`config.mk`:
```
export PLATFORM = sky130hd
export DESIGN_NAME = srrs_front
export DESIGN_NICKNAME = d
export VERILOG_FILES = /design/src/hdl/sat_restart_reduce_scheduler_unit_assert.svh /design/src/hdl/srrs_pkg.sv /design/src/hdl/srrs_front.sv
export SDC_FILE = /design/constraint.sdc
export NUM_CORES = 1
export LEC_CHECK = 0
export ABC_AREA = 1
export BUFFER_PORTS_ARGS = -buffer_cell sky130_fd_sc_hd__buf_4
export CORE_ASPECT_RATIO = 2
export CORE_MARGIN = 2
export CORE_UTILIZATION = 45
export DETAILED_ROUTE_END_ITERATION = 12
export PLACE_DENSITY = 0.77
export REMOVE_ABC_BUFFERS = 1
export SYNTH_ARGS = -nofsm -noshare
export SYNTH_HDL_FRONTEND = slang
export SYNTH_SLANG_ARGS = --single-unit
```
`constraint.sdc`:
```
create_clock -name clk -period 7.5 [get_ports clk]
set_input_delay 0 -clock clk [delete_from_list [all_inputs] [get_ports clk]]
set_output_delay 0 -clock clk [all_outputs]
set_load 0.02 [all_outputs]
```
`src/hdl/sat_restart_reduce_scheduler_unit_assert.svh`:
```
// ---------------------------------------------------------------------------
// Assertion macros for the restart / reduce scheduler
// Shared property shapes; the including module supplies clk and rst_n.
// ---------------------------------------------------------------------------
`ifndef SAT_RESTART_REDUCE_SCHEDULER_UNIT_ASSERT_SVH
`define SAT_RESTART_REDUCE_SCHEDULER_UNIT_ASSERT_SVH

// Same-cycle implication, off while in reset.
`define SRRS_ASSERT_IMP(label, ante, cons, msg) \
  label: assert property (@(posedge clk) disable iff (!rst_n) (ante) |-> (cons)) \
    else $error(msg);

// Next-cycle implication, off while in reset.
`define SRRS_ASSERT_NXT(label, ante, cons, msg) \
  label: assert property (@(posedge clk) disable iff (!rst_n) (ante) |=> (cons)) \
    else $error(msg);

`endif

```
`src/hdl/srrs_pkg.sv`:
```
// ---------------------------------------------------------------------------
// srrs_pkg
// Types, widths and constants of the restart / reduce scheduler.
// ---------------------------------------------------------------------------
package srrs_pkg;

  // window and queue depths
  localparam int LBD_WINDOW   = 50;
  localparam int TRAIL_WINDOW = 5000;
  localparam int QUEUE_DEPTH  = 4;

  // field and counter widths
  localparam int LBD_W   = 16;
  localparam int TRAIL_W = 20;
  localparam int CNT_W   = 32;
  localparam int TOTAL_W = 48;
  localparam int RED_W   = 16;
  localparam int GAP_W   = 20;

  localparam int LADDR_W = $clog2(LBD_WINDOW);
  localparam int LFILL_W = $clog2(LBD_WINDOW + 1);
  localparam int LSUM_W  = LBD_W + $clog2(LBD_WINDOW);
  localparam int TADDR_W = $clog2(TRAIL_WINDOW);
  localparam int TFILL_W = $clog2(TRAIL_WINDOW + 1);
  localparam int TSUM_W  = TRAIL_W + $clog2(TRAIL_WINDOW);
  localparam int QPTR_W  = $clog2(QUEUE_DEPTH);
  localparam int QCNT_W  = $clog2(QUEUE_DEPTH + 1);

  // restart test: 4*sum*cnt > (5*LBD_WINDOW)*total
  localparam int RESTART_K  = 5 * LBD_WINDOW;
  localparam int RSTP_W     = LSUM_W + CNT_W;
  localparam int RST_RHS_W  = TOTAL_W + $clog2(RESTART_K + 1);
  localparam int RST_CMP_W  = (RSTP_W + 2 > RST_RHS_W) ? RSTP_W + 2 : RST_RHS_W;

  // blocking test: trail*(5*fill) + 7*old > 7*(sum + trail)
  localparam int BLK_MUL_W  = TRAIL_W + TFILL_W + 3;
  localparam int BLK_RHS_W  = TSUM_W + 4;
  localparam int BLK_CMP_W  = (BLK_MUL_W + 1 > BLK_RHS_W) ? BLK_MUL_W + 1 : BLK_RHS_W;

  // next reduce mark: cnt + base_gap + step*reductions
  localparam int GPROD_W = GAP_W + RED_W;
  localparam int MBASE_W = CNT_W + 1;
  localparam int MARK_W  = ((MBASE_W > GPROD_W) ? MBASE_W : GPROD_W) + 1;

  // ports
  localparam int IN_TDATA_W  = ((LBD_W + TRAIL_W + 7) / 8) * 8;
  localparam int IN_TUSER_W  = 1;
  localparam int OUT_TDATA_W = 8;
  localparam int CFG_IDX_W   = 2;
  localparam int CFG_DATA_W  = 32;

  localparam int OUT_RESTART_BIT = 0;
  localparam int OUT_REDUCE_BIT  = 1;
  localparam int OUT_BLOCKED_BIT = 2;

  // register reset values
  localparam logic [CNT_W-1:0] BLOCK_MIN_RST  = CNT_W'(10000);
  localparam logic [CNT_W-1:0] FIRST_MARK_RST = CNT_W'(2000);
  localparam logic [GAP_W-1:0] BASE_GAP_RST   = GAP_W'(2000);
  localparam logic [GAP_W-1:0] GAP_STEP_RST   = GAP_W'(1000);

  typedef enum logic [CFG_IDX_W-1:0] {
    REG_BLOCK_MIN  = 2'd0,
    REG_FIRST_MARK = 2'd1,
    REG_BASE_GAP   = 2'd2,
    REG_GAP_STEP   = 2'd3
  } cfg_reg_t;

  typedef enum logic {
    OP_CONFLICT = 1'b0,
    OP_DECIDE   = 1'b1
  } op_t;

  typedef struct packed {
    op_t                op;
    logic [LBD_W-1:0]   lbd;
    logic [TRAIL_W-1:0] trail;
  } req_t;

  typedef struct packed {
    logic [CNT_W-1:0] block_min;
    logic [CNT_W-1:0] first_mark;
    logic [GAP_W-1:0] base_gap;
    logic [GAP_W-1:0] gap_step;
    logic             load_mark;
  } cfg_t;

endpackage

```
`src/hdl/srrs_front.sv`:
```
// ---------------------------------------------------------------------------
// srrs_front
// Input side: takes requests, decodes the command, buffers them in a
// small queue for the execution side.
// ---------------------------------------------------------------------------
module srrs_front (
  input  logic                              clk,
  input  logic                              rst_n,
  input  logic                              in_tvalid,
  output logic                              in_tready,
  input  logic [srrs_pkg::IN_TDATA_W-1:0]   in_tdata,
  input  logic [srrs_pkg::IN_TUSER_W-1:0]   in_tuser,
  output logic                              q_valid,
  input  logic                              q_ready,
  output srrs_pkg::req_t                    q_req
);
  import srrs_pkg::*;

  req_t              qmem_r [QUEUE_DEPTH];
  logic [QPTR_W-1:0] wr_ptr_r, wr_ptr_nxt;
  logic [QPTR_W-1:0] rd_ptr_r, rd_ptr_nxt;
  logic [QCNT_W-1:0] count_r, count_nxt;
  logic              push, pop;
  req_t              req_in;

  assign in_tready = (count_r != QCNT_W'(QUEUE_DEPTH));
  assign q_valid   = (count_r != '0);
  assign q_req     = qmem_r[rd_ptr_r];

  assign push = in_tvalid && in_tready;
  assign pop  = q_valid && q_ready;

  always_comb begin
    req_in.op    = in_tuser[0] ? OP_DECIDE : OP_CONFLICT;
    req_in.lbd   = in_tdata[LBD_W-1:0];
    req_in.trail = in_tdata[LBD_W +: TRAIL_W];
  end

  always_comb begin
    wr_ptr_nxt = wr_ptr_r;
    rd_ptr_nxt = rd_ptr_r;
    count_nxt  = count_r;
    if (push) begin
      wr_ptr_nxt = (wr_ptr_r == QPTR_W'(QUEUE_DEPTH - 1)) ? '0 : wr_ptr_r + QPTR_W'(1);
    end
    if (pop) begin
      rd_ptr_nxt = (rd_ptr_r == QPTR_W'(QUEUE_DEPTH - 1)) ? '0 : rd_ptr_r + QPTR_W'(1);
    end
    if (push && !pop) begin
      count_nxt = count_r + QCNT_W'(1);
    end else if (pop && !push) begin
      count_nxt = count_r - QCNT_W'(1);
    end
  end

  always_ff @(posedge clk) begin
    if (!rst_n) begin
      wr_ptr_r <= '0;
      rd_ptr_r <= '0;
      count_r  <= '0;
    end else begin
      wr_ptr_r <= wr_ptr_nxt;
      rd_ptr_r <= rd_ptr_nxt;
      count_r  <= count_nxt;
    end
  end

  always_ff @(posedge clk) begin
    if (push) begin
      qmem_r[wr_ptr_r] <= req_in;
    end
  end

endmodule

```
## After elaboration in Yosys (flattened, before gate mapping)

Memory sizes are Yosys's and may differ from the RTL's. A register that Yosys moved wholly into a read port is not among the register bits.
Cells that the tools add are included.

| storage, ports and cells | value |
|---|---|
| register bits after elaboration | 7 |
| memory bits (writable) | 148 |
| output and inout bits | 39 |
| memories kept | 1 |

| cells by class | value |
|---|---|
| $add $sub $neg | 4 |
| equal/unequal tests | 3 |
| mux-type cells | 9 |
| reductions and logical operators | 8 |

Memory list:

| memory | depth | width | read ports | clocked after memory_dff | write ports | line | RTL |
|---|---|---|---|---|---|---|---|
| qmem_r | 4 | 37 | 1 | 1 | 1 | srrs_front.sv:19 | `req_t qmem_r [QUEUE_DEPTH];` |

Operator list:

| kind | count |
|---|---|
| two-way mux 2 bit | 4 |
| two-way mux 3 bit | 2 |
| adder 2 x 1 -> 2 bit, second input constant | 2 |
| equality test 2 bit, second input constant | 2 |
| logical AND 1 bit | 4 |
| adder 3 x 1 -> 3 bit, second input constant | 1 |
| two-way mux 1 bit | 3 |
| inequality test 3 bit, second input constant | 1 |
| nonzero test 3 bit | 1 |
| subtractor 3 x 1 -> 3 bit, second input constant | 1 |
| logical NOT 1 bit | 2 |
| nonzero test 2 bit | 1 |

## Depth between registers and ports, before layout

Gate-level depths: netlist (run 1).

| logic depth | value |
|---|---|
| depth in word-level cells | 6 |
| mapped depth | 13 |

## Least setup slack after synthesis (run 1)

Ideal clock, no wire load.

| path | value |
|---|---|
| kind | reg2reg |
| start | register count_r[1] |
| end | memory qmem_r[0][0] (netlist bit), enable pin |
| setup time | 0.431 ns |
| arrival time | 2.405 ns |
| required time | 7.069 ns |
| slack | 4.664 ns |
| cell stages (with the launch flop) | 5 |
| period minus slack after synthesis | 2.836 ns |
| path through | dfxtp_1 -> nor2_1 -> nand2_1 -> nand2_1 -> nor2_1 |

| on the way | value |
|---|---|
| longest elaborated chain between the ends | 4 |

RTL lines:

| what | line | RTL |
|---|---|---|
| start: declaration | srrs_front.sv:22 | `logic [QCNT_W-1:0] count_r, count_nxt;` |
| start signal: assignment | srrs_front.sv:64 | `count_r <= count_nxt;` |
| inequality test 3 bit | srrs_front.sv:26 | `assign in_tready = (count_r != QCNT_W'(QUEUE_DEPTH));` |
| named net in_tready | srrs_front.sv:10 | `output logic in_tready,` |
| logical AND 1 bit | srrs_front.sv:30 | `assign push = in_tvalid && in_tready;` |
| two-way mux 1 bit | srrs_front.sv:69 | `if (push) begin` |
| two-way mux 1 bit (not written as such) | srrs_front.sv:70 | `qmem_r[wr_ptr_r] <= req_in;` |
| end: declaration | srrs_front.sv:19 |  |

The timed path passes the listed nets, and every way through them passes these cells.

==> metrics.md, run 1 <==
| Metric | Value |
|---|---|
| Rel. slew slack | `between 10% and 20%` |
| Yosys top cell by area | `edfxtp_1` |
| Arrival time worst endpoint | `about 2.8 ns` |
| Hold Crit Class | `input port to flop` |
| Number of synthesized register bits | `between 150 and 200` |
| Top cells by count, synth | `edfxtp_1, nor2_1, o21ai_0` |
| Worst r2r dst | `qmem_r[2][12]` |
| Max Slew Vio Count | `0` |
| Static Leak | `around 2.8 nW` |
| Area growth, synth to finish | `28.2%` |
| Worst-Margin Slew | `between 1 and 1.5 ns` |
| Share of layout cells above drive strength 1 | `21.4%` |
| Die area | `about 14000 um2` |
| Mapped Area | `5980 um2` |
| YS warnings | `0` |
| Drt drc | `0` |
| Clock skew after layout | `around 0.011 ns` |
| Worst reg-to-reg setup slack | `about 5.2 ns` |
| Die span in y | `between 150 and 200 um` |
| Worst Path Required | `between 7 and 8 ns` |
| Min-delay src | `in_tdata[18]` |
| Total CTS buffers | `17` |
| Max Fclk | `about 360 MHz` |
| Hold endpoint | `qmem_r[0][2]` |
| Top-count cell post-synth | `edfxtp_1` |
| Sequential share of the synthesized area | `between 70% and 80%` |
| Sequential Power Share | `between 30% and 40%` |
| Final non-filler cell total | `between 700 and 800` |
| Combinational fraction of design power | `30.9%` |
| Routed WL per cell | `between 15 and 20 um` |
| Final RePlAce weighted congestion | `between 0.8 and 0.9` |
| CP Class | `flop to output port` |
| Max-cap violations | `0` |
| Final setup violation count | `0` |
| RSZ-0062 raised after global routing | `no` |
| Final hold vios | `0` |
| Worst-path fanout max | `75` |
| Clock-pin slew on the worst setup and hold paths | `approximately 0.060 ns` |
| Syn avg cell area | `14.0 um2` |
| Post_cts resized | `0` |
| All-Layer GR Usage | `between 10% and 20%` |
| Post-placement cell count | `640` |
| Final net count | `600` |
| Core area | `13000 um2` |
| Power Internal | `about 1.9 mW` |
| Clock network fraction of total power | `just under 30%` |
| Final wirelength | `12500 um` |
| TritonRoute pass-1 iters | `4` |
| Antenna violations before repair | `0` |
| Starting DRT DRC Count | `~270` |
| Library cells used by synthesis | `20` |
| Synthesized instance count | `roughly 430` |
| First-pass GRT wire length | `approximately 20000 um` |
| Minimum clock period | `2.75 ns` |
| Clock Latency Late Sink | `around 0.41 ns` |
| IR Drop Worst-Case VDD | `0.000232 V` |
| Antenna fix cells | `0` |
| Clk buf depth | `2` |
| Largest net degree at the start of global routing | `76` |
| PortBufs | `roughly 80` |
| I/O pin total | `84` |
| Post-synth EDFFs | `around 150` |
| Status | `completed` |
| CTS tree | `yes` |
| Top-area cell type share of the netlist area | `74.3%` |
| CTS H-tree lvls | `4` |
| HPWL after DPL | `roughly 7100 um` |
| CP Capture Type | `output port` |
| Overall power | `between 2 and 3 mW` |
| Top cells by area, synth | `edfxtp_1, nor2_1, o21ai_0` |
| Total global routing overflow | `0` |
| Vias | `between 3000 and 4000` |
| Initial Util | `between 40% and 50%` |
| Final Cycle Share | `~37%` |
| Asr flop ratio synth | `0%` |
| P per Cell Area | `roughly 370 nW/um2` |
| Worst r2r src | `count_r[0]` |
| Rows | `approximately 60` |
| Setup TNS | `0 ns` |
| Cells on worst reg2reg path | `4` |
| Setup crit start kind | `flop` |
| Vias in the first global route | `about 4000` |
| Clock sinks | `between 150 and 200` |
| Root buf cell | `clkbuf_16` |
| Sw Ratio | `about 33%` |
| Die W | `approximately 86 um` |
| Final ANT Viol Nets | `0` |
| Vias per std cell | `between 5 and 6` |
| Worst Hold Depth | `2` |
| Ys flop type | `edfxtp_1` |
| Sw power | `a little over 900 uW` |
## cell families (layout without fill, tap and decap cells)
kind of cell	Yosys count	count (layout)	synth area share, %
and+or+nand+nor	109	109	6.97
adders and majority gates	7	7	1.59
AOI/OAI and AO/OA	115	115	10.4
buffers and inverters	40	173	3.68
DFF	157	157	77.4
## registers in the layout, summed over array words and instances, names as in the netlist, named ones only
signal    cells
qmem_r      148
count_r       3
wr_ptr_r      2
rd_ptr_r      2
## through the flow
| step | area, um2 | setup WS (ns) | hold slack, ns | util [%] |
|---|---|---|---|---|
| 6_report | 7660 | 4.75 | 0.330 | 59.0 |
| 5_1_grt | 7660 | 4.51 | 0.322 | 59.0 |
| 4_1_cts | 7660 | 4.76 | 0.314 | 59.0 |
| 3_5_place_dp | 6670 | 5.16 | 0.203 | 51.3 |
| 3_3_place_gp | 6670 | 5.22 | 0.198 | 51.3 |
| 2_1_floorplan | 5820 | 4.66 | 0.0989 | - |
## power by group through the flow
stage	sequential [mW]	combinational, mW	clock [mW]
after CTS	1.10	0.872	0.845
after detailed placement	1.12	0.850	0
final	1.10	0.867	0.838
after floorplan	1.15	0.454	0
after global placement	1.11	0.817	0
after global routing	1.11	0.939	0.880
## repair_timing
| item | 4_1_cts | 5_1_grt |
|---|---|---|
| buffers inserted | 0 | 0 |
| endpoints found under the hold margin | 157 | 0 |
| hold buffers | 41 | 0 |
## routing by layer
| metal | vias to the layer above | part of all wire [%] | global-route usage, % |
|---|---|---|---|
| li1 | 1810 | - | - |
| met1 | 1878 | 38 | 18.7 |
| met2 | 101 | 56 | 33.2 |
| met3 | 14 | 4.1 | 4.56 |
| met4 | 0 | 1.8 | 8.90 |
| met5 | - | 0 | 0 |
## final cells by class
class                      instances  area (um2)
clock buffer                      17         425
clock inverter                    15         161
fill                            1000        5330
inverter                          17        63.8
multi-input combinational        231        1160
sequential                       157        4630
tap                              152         190
timing repair buffer             124        1030
## cell usage in the layout, fill, tap and decap left out, types with 2 or more instances in the layout
master,netlist,layout
nor2_4,0,4
o21ai_1,28,28
o22ai_1,37,37
dlygate4sd3_1,0,41
clkbuf_16,0,17
buf_4,1,83
bufinv_16,0,2
ha_1,6,6
dfxtp_1,9,8
inv_1,16,16
edfxtp_1,148,148
o21ai_0,48,48
nor2_1,91,87
inv_6,0,5
nand2_1,15,15
clkinvlp_4,0,5
a21oi_1,2,2
## worst max-delay path by stage
stage	from	end	slack, ns	cells after the start
CTS	flop	q_req[4]	4.76	5
floorplan	count_r[1]	qmem_r[0][0]	4.66	4
detailed placement	count_r[0]	qmem_r[1][10]	5.16	4
global route	flop	q_req[34]	4.51	5
finish	flop	q_req[34]	4.75	5
global placement	count_r[1]	qmem_r[2][10]	5.22	4
## critical path, cell delays in order (launching register included)
cell	delay [ns]
dfxtp_2	0.31
buf_4	0.60
inv_2	0.70
o21ai_0	0.41
o22ai_1	0.12
buf_4	0.17
Power figures use the tool's default switching activity.
==> run 2: changes to the inputs <==
PLACE_DENSITY = 0.8   (was 0.77)
clock period = 2.2 ns   (was 7.5 ns; I/O delays follow)
==> run 2 against run 1 <==
Count of clock-buffer cells in the layout increased by 1. First-iteration DRC count grew 27%. Die area unchanged. Utilization grew 0.93 points. Non-clock buffer count up 6. Routed wire length decreased by 2.4%. Flip-flop and latch count is the same. Global-route usage is 0.31 points lower. Hold slack improved by 0.0031 ns. Sequential power increased to 3.4 times the previous value. Clock skew shrank 0.0019 ns. Via count increased by 2.5%. Critical path type unchanged. Critical endpoint is now q_req[35]. Largest cell class unchanged.
==> metrics.md, run 2 (same netlist as run 1, synthesis figures left out) <==
| Metric | Value |
|---|---|
| I/O pin total | `84` |
| Vias | `3898` |
| IR Drop Worst-Case VDD | `around 0.00081 V` |
| Clock network fraction of total power | `around 30%` |
| Worst Hold Depth | `2` |
| CP Cell Sequence | `buf_4 > o21ai_0 > o22ai_1 > buf_4` |
| Max-cap violations | `0` |
| Largest net degree at the start of global routing | `75` |
| Static Leak | `~2.8 nW` |
| Placed cell area | `between 6000 and 7000 um2` |
| Max Slew Vio Count | `0` |
| All-Layer GR Usage | `between 10% and 20%` |
| HPWL after DPL | `7040 um` |
| CTS H-tree lvls | `4` |
| Root buf cell | `clkbuf_16` |
| CP peak stage delay | `a little under 0.6 ns` |
| Status | `completed` |
| Total global routing overflow | `0` |
| Sw power | `approximately 3.2 mW` |
| Max Fclk | `about 510 MHz` |
| P per Cell Area | `~1200 nW/um2` |
| Most frequent cells in the layout | `edfxtp_1, nor2_1, buf_4` |
| First-pass GRT wire length | `around 19000 um` |
| Final non-filler cell total | `approximately 720` |
| # hold bufs at CTS | `between 40 and 50` |
| Initial Util | `a little under half` |
| CTS tree | `yes` |
| Die W | `roughly 86 um` |
| Rows | `59` |
| Worst-path fanout max | `26` |
| Clock Latency Late Sink | `between 0.4 and 0.5 ns` |
| Core area | `13000 um2` |
| Vias in the first global route | `~4200` |
| Post_cts resized | `0` |
| Power Internal | `6.47 mW` |
| Arrival time worst endpoint | `a little under 2 ns` |
| Vias per std cell | `5.42` |
| Final core occ | `59.9%` |
| Sequential Power Share | `39.2%` |
| Post-layout instance area | `between 7000 and 8000 um2` |
| Worst Path Required | `around 2.2 ns` |
| # fillers | `960` |
| Combinational fraction of design power | `between 30% and 40%` |
| Final Cycle Share | `approximately nine tenths` |
| Setup crit start kind | `flop` |
| Setup ws final | `between 0.2 and 0.25 ns` |
| Post-CTS Setup Repair Bufs | `0` |
| Most flop-heavy register | `qmem_r` |
| Commonest non-fill, non-tap cell in the layout | `edfxtp_1` |
| Antenna violations before repair | `0` |
| Max FFs per register | `around 150` |
| Top Registers | `qmem_r x148, count_r x3` |
| Final hold vios | `0` |
| Cell mode on critical path | `buf_4` |
| Final ANT Viol Nets | `0` |
| CP Class | `flop to output port` |
| Antenna fix cells | `0` |
| Worst Path Buf+Inv | `2` |
| Setup TNS | `0 ns` |
| TritonRoute pass-1 iters | `4` |
| CP Depth | `4` |
| Total CTS buffers | `17` |
| Drt drc | `0` |
| CP Capture Type | `output port` |
| Dpl ws | `~0.36 ns` |
| Worst reg-to-reg setup slack | `~0.32 ns` |
| Clock skew after layout | `0.00869 ns` |
| Final RePlAce weighted congestion | `approximately 0.75` |
| Clk buf depth | `2` |
| Sw Ratio | `33.1%` |
| Hold Crit Class | `input port to flop` |
| RSZ-0062 raised after global routing | `no` |
| Minimum clock period | `1.96 ns` |
| Crit path max-delay cell type | `dfxtp_2` |
| Die span in y | `~170 um` |
| Rel. slew slack | `72.1%` |
| Die area | `14300 um2` |
| Critical path's top delay family | `flip-flops` |
| Worst-Margin Slew | `around 0.42 ns` |
| Final wirelength | `approximately 12000 um` |
| Final net count | `between 600 and 700` |
| PortBufs | `79` |
| Overall power | `between 9 and 10 mW` |
| Area growth, synth to finish | `30.2%` |
| Worst hold slack | `about 0.33 ns` |
| Cells on worst reg2reg path | `12` |
| Routed WL per cell | `17.0 um` |
| Post-placement cell count | `~650` |
| Clock-pin slew on the worst setup and hold paths | `approximately 0.070 ns` |
| Clock sinks | `about 160` |
| Final setup violation count | `0` |
| Share of layout cells above drive strength 1 | `around 22%` |
| Starting DRT DRC Count | `roughly 340` |
-- run 2: cell types whose count changed in the layout (fill, tap and decap cells not counted), sizes merged --
| cell | before | now |
|---|---|---|
| inv | 23 | 25 |
| buf | 83 | 89 |
| clkinv | 2 | 1 |
| clkinvlp | 5 | 3 |
| clkbuf | 17 | 18 |
-- run 2: power by group through the flow --
stage          Sequential [mW]  Combinational, mW  Clock (mW)
2_1_floorplan             3.90               1.55           0
3_3_place_gp              3.83               2.83           0
3_5_place_dp              3.85               2.91           0
4_1_cts                   3.79               2.99        2.96
5_1_grt                   3.82               3.23        3.06
6_report                  3.79               2.98        2.91
-- run 2: final cells by class --
class	instances	area, um2	share of cell area (%)
clock inverters	14	171	2.20
well taps	152	190	2.44
multi-input cells	231	1160	14.9
clock buffers	18	429	5.51
repair buffers	130	1140	14.7
flip-flops and latches	157	4630	59.4
inverters	17	63.8	0.820
-- run 2: metal layers --
layer	global-route usage (%)	up-vias	part of all wire, %
li1	-	1830	-
met5	0	-	0
met2	31.7	135	56
met4	12.1	0	3.4
met1	17.8	1894	36
met3	4.36	39	4.8
-- run 2: worst paths after layout --
check | from | endpoint
max | flop | q_req[35]
min | in_tdata[20] | qmem_r[0][4]
max reg2reg | count_r[1] | count_r[2]
min reg2reg | count_r[0] | count_r[0]
